File: src/hw/rtl/srp_pkg.sv
// Shared types and constants of the skyline rectangle packer.
// Used by the controller, the datapath and the top level.
`timescale 1ns / 1ps

package srp_pkg;

    // Fixed field widths of the item and result words
    localparam int IN_W  = 16;
    localparam int PX_W  = 10;
    localparam int PY_W  = 12;
    localparam int AH_W  = 13;
    localparam int ST_W  = 2;

    // Padding and smallest reported atlas height
    localparam int PAD_TOTAL      = 2;
    localparam int MIN_TEX_HEIGHT = 64;

    // Status codes
    localparam logic [ST_W-1:0] ST_OK        = 2'd0;
    localparam logic [ST_W-1:0] ST_INVALID   = 2'd1;
    localparam logic [ST_W-1:0] ST_EXHAUSTED = 2'd2;

    // Controller to datapath commands
    typedef struct packed {
        logic accept;
        logic decide;
        logic start_pass;
        logic scan;
        logic set_exh;
        logic wr_init;
        logic write;
        logic clear;
        logic fin;
        logic pow;
        logic load_out;
    } t_cmd;

    // Datapath to controller status
    typedef struct packed {
        logic skip;
        logic bad;
        logic lo_lt_hi;
        logic have;
        logic pass_done;
        logic wr_done;
        logic clr_done;
        logic need_pow;
        logic pow_done;
        logic out_busy;
        logic last;
    } t_sts;

endpackage

File: src/hw/rtl/srp_ctrl.sv
// Sequencer of the skyline packer: clear sweep, threshold search passes,
// skyline update, height rounding and result hand-off. Uses srp_pkg.
`timescale 1ns / 1ps

module srp_ctrl (
    input  logic          i_clk,
    input  logic          i_rst_n,
    input  logic          i_valid,
    output logic          o_stall,
    input  srp_pkg::t_sts i_sts,
    output srp_pkg::t_cmd o_cmd
);
    import srp_pkg::*;

    localparam logic [3:0] S_CLEAR  = 4'd0;
    localparam logic [3:0] S_IDLE   = 4'd1;
    localparam logic [3:0] S_DECIDE = 4'd2;
    localparam logic [3:0] S_STEP   = 4'd3;
    localparam logic [3:0] S_SCAN   = 4'd4;
    localparam logic [3:0] S_WRITE  = 4'd5;
    localparam logic [3:0] S_FIN    = 4'd6;
    localparam logic [3:0] S_POW    = 4'd7;
    localparam logic [3:0] S_OUT    = 4'd8;

    logic [3:0] r_state;
    logic [3:0] n_state;
    t_cmd       cmd;

    // Next state and commands
    always_comb begin
        n_state = r_state;
        cmd     = '0;
        case (r_state)
            S_CLEAR: begin
                cmd.clear = 1'b1;
                if (i_sts.clr_done) n_state = S_IDLE;
            end
            S_IDLE: begin
                if (i_valid) begin
                    cmd.accept = 1'b1;
                    n_state    = S_DECIDE;
                end
            end
            S_DECIDE: begin
                cmd.decide = 1'b1;
                n_state    = (i_sts.skip || i_sts.bad) ? S_FIN : S_STEP;
            end
            S_STEP: begin
                if (i_sts.lo_lt_hi) begin
                    cmd.start_pass = 1'b1;
                    n_state        = S_SCAN;
                end else if (i_sts.have) begin
                    cmd.wr_init = 1'b1;
                    n_state     = S_WRITE;
                end else begin
                    cmd.set_exh = 1'b1;
                    n_state     = S_FIN;
                end
            end
            S_SCAN: begin
                cmd.scan = 1'b1;
                if (i_sts.pass_done) n_state = S_STEP;
            end
            S_WRITE: begin
                cmd.write = 1'b1;
                if (i_sts.wr_done) n_state = S_FIN;
            end
            S_FIN: begin
                cmd.fin = 1'b1;
                n_state = i_sts.need_pow ? S_POW : S_OUT;
            end
            S_POW: begin
                cmd.pow = 1'b1;
                if (i_sts.pow_done) n_state = S_OUT;
            end
            S_OUT: begin
                if (!i_sts.out_busy) begin
                    cmd.load_out = 1'b1;
                    n_state      = i_sts.last ? S_CLEAR : S_IDLE;
                end
            end
            default: begin
                n_state = S_CLEAR;
            end
        endcase
    end

    // State register
    always_ff @(posedge i_clk) begin
        if (!i_rst_n) begin
            r_state <= S_CLEAR;
        end else begin
            r_state <= n_state;
        end
    end

    assign o_cmd   = cmd;
    assign o_stall = (r_state != S_IDLE);

endmodule

File: config.mk
export PLATFORM = sky130hd
export DESIGN_NAME = srp_ctrl
export DESIGN_NICKNAME = d
export VERILOG_FILES = /design/src/hw/rtl/srp_pkg.sv /design/src/hw/rtl/srp_ctrl.sv
export SDC_FILE = /design/constraint.sdc
export NUM_CORES = 1
export LEC_CHECK = 0
export BUFFER_PORTS_ARGS = -buffer_cell sky130_fd_sc_hd__buf_2
export CAP_MARGIN = 5
export CORE_MARGIN = 8
export CORE_UTILIZATION = 31
export DETAILED_ROUTE_END_ITERATION = 10
export GPL_TIMING_DRIVEN = 0
export PLACE_DENSITY_LB_ADDON = 0.2
export SLEW_MARGIN = 40
export SYNTH_ARGS = -nofsm -noshare
export SYNTH_HDL_FRONTEND = slang
export SYNTH_SLANG_ARGS = --single-unit
File: constraint.sdc
create_clock -name i_clk -period 2.8 [get_ports i_clk]
set_clock_uncertainty 0.2 [all_clocks]
set_input_delay 0.7 -clock i_clk [delete_from_list [all_inputs] [get_ports i_clk]]
set_output_delay 0.7 -clock i_clk [all_outputs]
set_load 0.01 [all_outputs]
==> out/results.ini, run 1 <==
[clock_network]
cts_resized=0
htreeDepth=1
cts_buffer_depth=2
cts_sinks=4
cts_tree=built
clk_latency_ns=0.23
cts_root_buffer=clkbuf_4
cts-hold-fix-buffers=0
clk_pin_slew_worst_paths_ns=0.04
cts_setup_buffers=0
numCtsBuffers=3

[logic_synthesis]
ys_ff_latch=4
netlist_area_sq_um=467
avgSynthCellArea_sq_um=7.53
syn_nets=76
synth-edff-count=0
ys_async_sr_fraction_pct=0
synthesis.instances=62
ys_seq_area_share_pct=17.2
ys.warnings.count=0
ys_types=34
ys.flop_type=dfxtp_1

[finish]
drive_above_1_share_pct=44.4
largest_reg_flops=4
n_antenna_cell=0
syn_to_final_growth_pct=35.9
largest_register=r_state
fill_cells=162
top_regs=r_state (4)
final_util_pct=43.6
fin_nets=106

[setup_path]
crit_chain=buf_4 -> buf_2 -> nor2b_1 -> and3_1 -> buf_2
critPathKind=flop to output pin
crit_path_top_delay_cell=dfxtp_1
reg2reg_slack_ns=1.04
critPathCaptureType=output pin
required_ns=1.90
max_stage_delay_ns=0.30
arrival_ns=1.40
cpMostUsedCell=buf_2
start_kind=flop
cp_max_fo=10

[pwr]
p_per_area_nw_per_um2=623
irDropWorstVdd_mv=0.293
p_leak_nw=0.317

[floorplan]
fp.dieW_microns=54.8
coreArea_sq_um=1450
dieHeight_microns=54.8
dieArea_sq_um=3000
start_util_pct=32.1
io_pins=26
fp-row-count=14

[sta]
slew_headroom_pct=72.8
fin_crit_ns=2.30
rsz0062_at_grt=false
timing.fmax_mhz=434
worst_pin_slew_ns=0.408
drv_slew=0
timing.final.crit_share_pct=82.3
setup_violations=0
tns_ns=0
hold_viol=0

[global_route]
antenna_found_initial=0
grt_max_degree=11
grt_pass1_wl_mm=2.19
grt_pass1_vias=512
gr-total-overflow=0
grtUsageTotal_pct=9.62

[place]
dp_hpwl_mm=1.04
place_congestion=0.801
io_buffers=25

[worst_hold_path]
hold_path_class=flop to flop

[routing]
routed_wl_mm=1.33
drc_errors=0
post_drt_wl_per_cell_microns=12.6
dr.pass1.iters=4
drtIter0Drc=12
vias=529
ant_nets=0
via_per_inst=4.99

[run_status]
status=completed

[run]
drv_cap=0

## layout make-up
cell class	count	area, sq um	share of cell area (%)
multi-input cells	49	335	52.9
clock buffers	3	22.5	3.55
well taps	16	20.0	3.16
inverters	4	15.0	2.37
repair buffers	25	125	19.7
plain buffers	5	36.3	5.72
flip-flops and latches	4	80.1	12.6
## final timing paths
| check | start | end | cells after the start |
|---|---|---|---|
| worst max-delay path | r_state[0] | o_cmd[10] | 5 |
| worst min-delay path | r_state[1] | r_state[3] | 3 |
| worst max register to register | r_state[3] | r_state[3] | 6 |
| worst min register to register | r_state[1] | r_state[3] | 3 |
## power by group
part	total, mW	switching, mW	internal [mW]
logic	0.248	0.136	0.111
registers	0.0787	0.00955	0.0691
clock network	0.0692	0.0214	0.0478
## stage by stage
| step | area (sq um) | instances | worst slack (ns) | power [mW] | hold slack, ns |
|---|---|---|---|---|---|
| 6_report | 634 | 106 | 0.496 | 0.395 | 0.464 |
| 2_1_floorplan | 467 | 62 | 0.827 | 0.259 | 0.386 |
| 4_1_cts | 634 | 106 | 0.472 | 0.403 | 0.473 |
| 3_5_place_dp | 612 | 103 | 0.639 | 0.328 | 0.468 |
| 3_3_place_gp | 612 | 103 | 0.632 | 0.327 | 0.461 |
| 5_1_grt | 634 | 106 | 0.372 | 0.435 | 0.530 |
## cell usage in the layout (no fill, tap or decap), types with 2 or more instances in the layout
master and n:
buf_2 27, nor2b_1 4, dfxtp_1 4, nor2_1 8, and3_1 2, nand2_1 4, a21oi_1 3, nor3_1 5
o21ai_0 2, clkbuf_4 4, mux2i_1 2, inv_1 3
## routing by layer
| metal | GRT usage, % | vias to the layer above | wire length [microns] |
|---|---|---|---|
| li1 | - | 281 | - |
| met4 | 6.15 | 0 | 19 |
| met1 | 12.2 | 232 | 602 |
| met5 | 0 | - | 0 |
| met3 | 1.09 | 2 | 88 |
| met2 | 14.9 | 14 | 620 |
## synth_stat cells, types with 2 or more instances
cell type	instances	area share [%]
and3_1	2	2.7
dfxtp_1	4	17
mux2i_1	2	4.3
o21ai_0	2	2.1
a21oi_1	3	3.2
nor3_1	5	5.4
buf_2	2	2.1
inv_1	3	2.4
nor2_1	8	6.4
nand2_1	4	3.2
nor2b_1	4	5.4
## worst max-delay path, delay by kind of cell (launching register included)
kind          cells  cell delay, ns
simple gates      2            0.34
flops             1            0.30
buf+inv           3            0.53
## logic make-up after synthesis
kind of cell / after synthesis / synth area share [%]
compound gates: 14 / 22.3
flops: 4 / 17.2
mux: 3 / 6.70
buf+inv: 9 / 11.0
simple gates: 32 / 42.9
Note: power is estimated with default switching activity, not from simulation.
==> run 2: changes to the inputs <==
==> constraint.sdc (replaced) <==
create_clock -name i_clk -period 2.06 [get_ports i_clk]
set_clock_uncertainty 0.2 [all_clocks]
set_input_delay 0.515 -clock i_clk [delete_from_list [all_inputs] [get_ports i_clk]]
set_output_delay 0.515 -clock i_clk [all_outputs]
set_load 0.01 [all_outputs]
==> run 2 against run 1 <==
Sequential cell count unchanged. Largest power group unchanged. Critical endpoint is now o_cmd[9]. Sequential power increased by 49%. Critical path depth decreased by 1. Global-route usage unchanged. Die area unchanged. Non-clock buffer count increased by 2. Cell count increased by 1.9%. Combinational power increased by 56%. Core utilization increased by 5.5 points.
==> out/results.ini, run 2 (same netlist as run 1, synthesis figures left out) <==
[run_status]
status=completed

[sta]
worst_pin_slew_ns=0.399  ; -0.00915 ns
fin_crit_ns=1.99
rsz0062_at_grt=true
timing.final.crit_share_pct=96.7
drv_slew=0  ; unchanged
slew_headroom_pct=73.4  ; +0.61 points
hold_viol=0  ; unchanged
final.hold.worst_slack_ns=0.339  ; -0.125 ns
timing.fmax_mhz=502
setup_violations=0  ; unchanged

[routing]
routed_wl_mm=1.36  ; +2.1%
post_drt_wl_per_cell_microns=12.6  ; +0.21%
drtIter0Drc=10  ; -2
drc_errors=0  ; unchanged
vias=538  ; +1.7%
dr.pass1.iters=4  ; unchanged
via_per_inst=4.98  ; -0.18%
ant_nets=0  ; unchanged

[pwr]
p_per_area_nw_per_um2=838  ; +34%
sw_frac_of_total_pct=41.9  ; -0.36 points
combPwrFrac_pct=64.7  ; +2.1 points
p_leak_nw=0.336  ; +6.1%
irDropWorstVdd_mv=0.490  ; +67%
clkPwrFrac_pct=15.8  ; -1.7 points
power_uw=599  ; +51%
p_sw_uw=251  ; +50%
p_seq_share_pct=19.5  ; -0.4 points
p_int_uw=348  ; +52%

[floorplan]
start_util_pct=32.1  ; unchanged
dieArea_sq_um=3000  ; unchanged
fp.dieW_microns=54.8  ; unchanged
fp-row-count=14  ; unchanged
coreArea_sq_um=1450  ; unchanged
dieHeight_microns=54.8  ; unchanged
io_pins=26  ; unchanged

[global_route]
grtUsageTotal_pct=9.62  ; unchanged
grt_max_degree=11  ; unchanged
grt_pass1_wl_mm=2.20  ; +0.32%
antenna_found_initial=0  ; unchanged
gr-total-overflow=0  ; unchanged
grt_pass1_vias=519  ; +1.4%

[finish]
fin_nets=108  ; +1.9%
syn_to_final_growth_pct=53.1
final_cells=108  ; +1.9%
top_regs=r_state (4)
drive_above_1_share_pct=52.2  ; +7.7 points
final_cell_mix=25 x buf_2, 8 x nor2_1, 4 x buf_4, 4 x nand2_1, 4 x nor3_1
fill_cells=152  ; -6.2%
n_antenna_cell=0  ; unchanged
final_common_cell=buf_2
largest_register=r_state
largest_reg_flops=4  ; unchanged

[clock_network]
clk_latency_ns=0.23  ; about the same
cts_root_buffer=clkbuf_4
htreeDepth=1  ; unchanged
cts_tree=built
cts_buffer_depth=2  ; unchanged
clk_pin_slew_worst_paths_ns=0.04  ; about the same
cts_sinks=4  ; unchanged
numCtsBuffers=3  ; unchanged

[setup_path]
critPathCaptureType=output pin
required_ns=1.34  ; -0.56 ns
crit_path_top_delay_cell=dfxtp_2
max_stage_delay_ns=0.40  ; +0.10 ns
start_kind=flop
cp_max_fo=10  ; unchanged
arrival_ns=1.28  ; -0.12 ns
cp_num_buf_inv=3  ; unchanged
crit_family=buffers and inverters
crit_chain=buf_4 -> inv_2 -> nor4_4 -> buf_2
critPathKind=flop to output pin

[place]
io_buffers=25  ; unchanged
placedCellCount=103  ; unchanged
dp_hpwl_mm=1.04  ; unchanged
place_congestion=0.801  ; unchanged

[run]
drv_cap=0  ; unchanged

[worst_hold_path]
hold_path_class=primary input to flop

-- run 2: cell count changes in the layout (fill, tap and decap cells not counted), sizes merged --
cell | previous run | this run
buf | 29 | 32
clkbuf | 4 | 3
-- run 2: area by class of cell --
type                    instances  area, sq um  area share (%)
plain buffers                   5         52.6            7.36
flip-flops and latches          4         82.6            11.6
inverters                       4         15.0            2.10
multi-input cells              49          382            53.4
well taps                      16         20.0            2.80
repair buffers                 27          140            19.6
clock buffers                   3         22.5            3.15
-- run 2: power groups by stage --
stage               Sequential, mW  Clock [mW]  Combinational, mW
global route                 0.121       0.105              0.427
detailed placement           0.109           0              0.337
finish                       0.117      0.0943              0.387
floorplan                    0.105           0              0.248
CTS                          0.108       0.101              0.347
global placement             0.108           0              0.336
-- run 2: layer usage --
layer | wire length, microns | GRT usage (%) | vias up
met5 | 0 | 0 | -
li1 | - | - | 285
met3 | 85 | 1.09 | 2
met2 | 657 | 15.3 | 12
met4 | 19 | 6.15 | 0
met1 | 597 | 11.9 | 239
-- run 2: worst paths after layout --
kind | start | end | slack (ns) | depth (start not counted)
worst min register to register | r_state[2] | r_state[3] | 0.43 | 3
worst min-delay path | i_rst_n | r_state[2] | 0.34 | 2
worst max register to register | r_state[3] | r_state[3] | 0.29 | 6
worst max-delay path | r_state[1] | o_cmd[9] | 0.07 | 4
-- run 2: timing repair --
action,in CTS,in global routing
resized for setup,3,11
cloned,0,0
setup buffers,0,2
hold buffers,0,0
setup endpoints to repair,4,9
pin swaps,0,1
-- run 2: through the flow --
| step | setup WS, ns | utilization [%] | setup TNS (ns) | cell area, sq um |
|---|---|---|---|---|
| final | 0.0682 | 49.1 | 0 | 714 |
| after global routing | -0.0333 | 49.1 | -0.0501 | 714 |
| after CTS | -0.0177 | 44.3 | -0.0349 | 644 |
| after detailed placement | 0.175 | 42.1 | 0 | 612 |
| after global placement | 0.194 | 42.1 | 0 | 612 |
| after floorplan | 0.303 | - | 0 | 467 |
==> run 3: changes to the inputs <==
--- a/config.mk
+++ b/config.mk
@@ -7,7 +7,6 @@
 export LEC_CHECK = 0
 export BUFFER_PORTS_ARGS = -buffer_cell sky130_fd_sc_hd__buf_2
 export CAP_MARGIN = 5
-export CORE_MARGIN = 8
 export CORE_UTILIZATION = 31
 export DETAILED_ROUTE_END_ITERATION = 10
 export GPL_TIMING_DRIVEN = 0
==> run 3 against run 2 <==
First-iteration DRC count decreased by 40%. Wire length decreased by 1.2%. Global-route usage increased by 7.5 points. Clock power decreased by 1%. Fmax decreased by 0.15%. Combinational power increased by 13%. Highest routed layer is now met3. Critical endpoint is now o_cmd[2]. Setup slack got worse by 0.0029 ns. Final area increased by 7.5%.
==> out/results.ini, run 3 (same netlist as run 1, synthesis figures left out) <==
[worst_hold_path]
hold_path_class=primary input to flop
whs_path_depth=2  ; unchanged
min_delay_worst_endpoint=r_state[2]
hold_start=i_rst_n

[pwr]
p_sw_uw=266  ; +5.9%
p_seq_share_pct=18.2  ; -1.3 points
p_leak_nw=0.374  ; +11%
clkPwrFrac_pct=14.3  ; -1.5 points
sw_frac_of_total_pct=40.8  ; -1.1 points
p_int_uw=385  ; +11%
irDropWorstVdd_mv=0.486  ; -0.81%
combPwrFrac_pct=67.5  ; +2.8 points
p_per_area_nw_per_um2=847  ; +1.1%

[floorplan]
dieArea_sq_um=1660  ; -45%
dieHeight_microns=40.8  ; -26%
fp.dieW_microns=40.8  ; -26%
io_pins=26  ; unchanged
start_util_pct=34.6  ; +2.5 points
fp-row-count=13  ; -1
coreArea_sq_um=1350  ; -7.1%

[finish]
largest_register=r_state
stdcell_area_sq_um=768  ; +7.5%
fill_cells=138  ; -9.2%
final_cell_mix=25 x buf_2, 8 x nor2_1, 8 x buf_4
largest_reg_flops=4  ; unchanged
final_common_cell=buf_2
top_regs=r_state (4)
fin_nets=114  ; +5.6%
syn_to_final_growth_pct=64.6
n_antenna_cell=0  ; unchanged
drive_above_1_share_pct=55.1  ; +2.9 points

[global_route]
antenna_found_initial=0  ; unchanged
grt_pass1_vias=468  ; -9.8%
grt_pass1_wl_mm=1.82  ; -17%
grtUsageTotal_pct=17.1  ; +7.5 points
grt_max_degree=11  ; unchanged
gr-total-overflow=0  ; unchanged

[sta]
final.hold.worst_slack_ns=0.339  ; -0.000150 ns
slew_headroom_pct=75.7  ; +2.3 points
timing.fmax_mhz=501  ; -0.15%
timing.final.crit_share_pct=96.8  ; +0.14 points
worst_pin_slew_ns=0.364  ; -0.0348 ns
drv_slew=0  ; unchanged
tns_ns=0  ; unchanged
hold_viol=0  ; unchanged
setup_slack_ns=0.0653  ; -0.00290 ns
fin_crit_ns=1.99  ; +0.00290 ns
setup_violations=0  ; unchanged

[clock_network]
htreeDepth=1  ; unchanged
cts_sinks=4  ; unchanged
cts-hold-fix-buffers=0  ; unchanged
clk_pin_slew_worst_paths_ns=0.03  ; about the same
cts_root_buffer=clkbuf_4
numCtsBuffers=3  ; unchanged
cts_buffer_depth=2  ; unchanged
clk_latency_ns=0.23  ; about the same
cts_tree=built

[routing]
routed_wl_mm=1.34  ; -1.2%
post_drt_wl_per_cell_microns=11.9  ; -5.6%
drc_errors=0  ; unchanged
drtIter0Drc=6  ; -4
via_per_inst=5.09  ; +2.1%
dr.pass1.iters=4  ; unchanged
vias=575  ; +6.9%
ant_nets=0  ; unchanged

[setup_path]
reg2reg_slack_ns=0.26  ; -0.03 ns
critPathKind=flop to output pin
r2r-start=r_state[0]
timing.rr.end=r_state[2]
start_kind=flop
required_ns=1.34  ; about the same
arrival_ns=1.28  ; about the same
r2r_cells=7  ; +1
cp_max_fo=10  ; unchanged
critPathCaptureType=output pin

[place]
dp_hpwl_microns=914  ; -12%
pre_cts_ws_ns=0.189  ; +0.0144 ns
place_congestion=0.797  ; -0.49%
placed_cell_area_sq_um=611  ; -0.20%
io_buffers=25  ; unchanged

[run_status]
status=completed

[run]
drv_cap=0  ; unchanged

## run 3: changes by cell type in the layout (fill, tap and decap cells not counted)
| cell | before | now |
|---|---|---|
| buf_4 | 4 | 8 |
| nor3b_4 | 0 | 1 |
| clkbuf_4 | 3 | 4 |
| nor3b_2 | 2 | 1 |
| buf_6 | 2 | 3 |
## run 3: power groups by stage
stage               sequential, mW  combinational [mW]  clock [mW]
finish                       0.119               0.439      0.0930
global route                 0.120               0.476       0.106
CTS                          0.111               0.353       0.100
detailed placement           0.108               0.333           0
global placement             0.109               0.331           0
floorplan                    0.105               0.248           0
## run 3: stage by stage
step	std cells	utilization (%)	power, mW
6_report	113	56.9	0.651
4_1_cts	105	48.7	0.564
3_5_place_dp	102	45.2	0.441
2_1_floorplan	62	-	0.353
3_3_place_gp	102	45.2	0.440
5_1_grt	113	56.9	0.701
## run 3: repair_timing
action | CTS | global route
endpoints found under the setup margin | 4 | 8
setup buffers | 0 | 8
resized for setup | 6 | 9
pin swaps | 0 | 1
## run 3: worst max path at each step
stage | from | to | cells after the start
2_1_floorplan | r_state[0] | o_cmd[3] | 3
3_3_place_gp | r_state[0] | o_cmd[10] | 5
3_5_place_dp | r_state[0] | o_cmd[10] | 5
4_1_cts | r_state[2] | o_cmd[2] | 5
5_1_grt | r_state[2] | o_cmd[2] | 5
6_report | r_state[2] | o_cmd[2] | 5
## run 3: layer usage
metal	vias up	GRT usage, %	routed length (microns)
met5	-	0	0
li1	296	-	-
met2	14	27.3	738
met3	0	3.26	37
met1	265	20.9	567
met4	0	10.0	0
## run 3: layout make-up
type | count | area, sq um | area share, %
plain buffers | 5 | 56.3 | 7.33
clock buffers | 3 | 22.5 | 2.93
inverters | 4 | 15.0 | 1.95
multi-input cells | 49 | 388 | 50.5
flip-flops and latches | 4 | 82.6 | 10.7
well taps | 15 | 18.8 | 2.44
repair buffers | 33 | 185 | 24.1
## run 3: worst max-delay path, stage by stage (launching register included)
cell and delay, ns:
dfxtp_2 0.39, clkbuf_4 0.23, and2b_4 0.18, nand2_1 0.05, nor2_1 0.07, buf_2 0.13
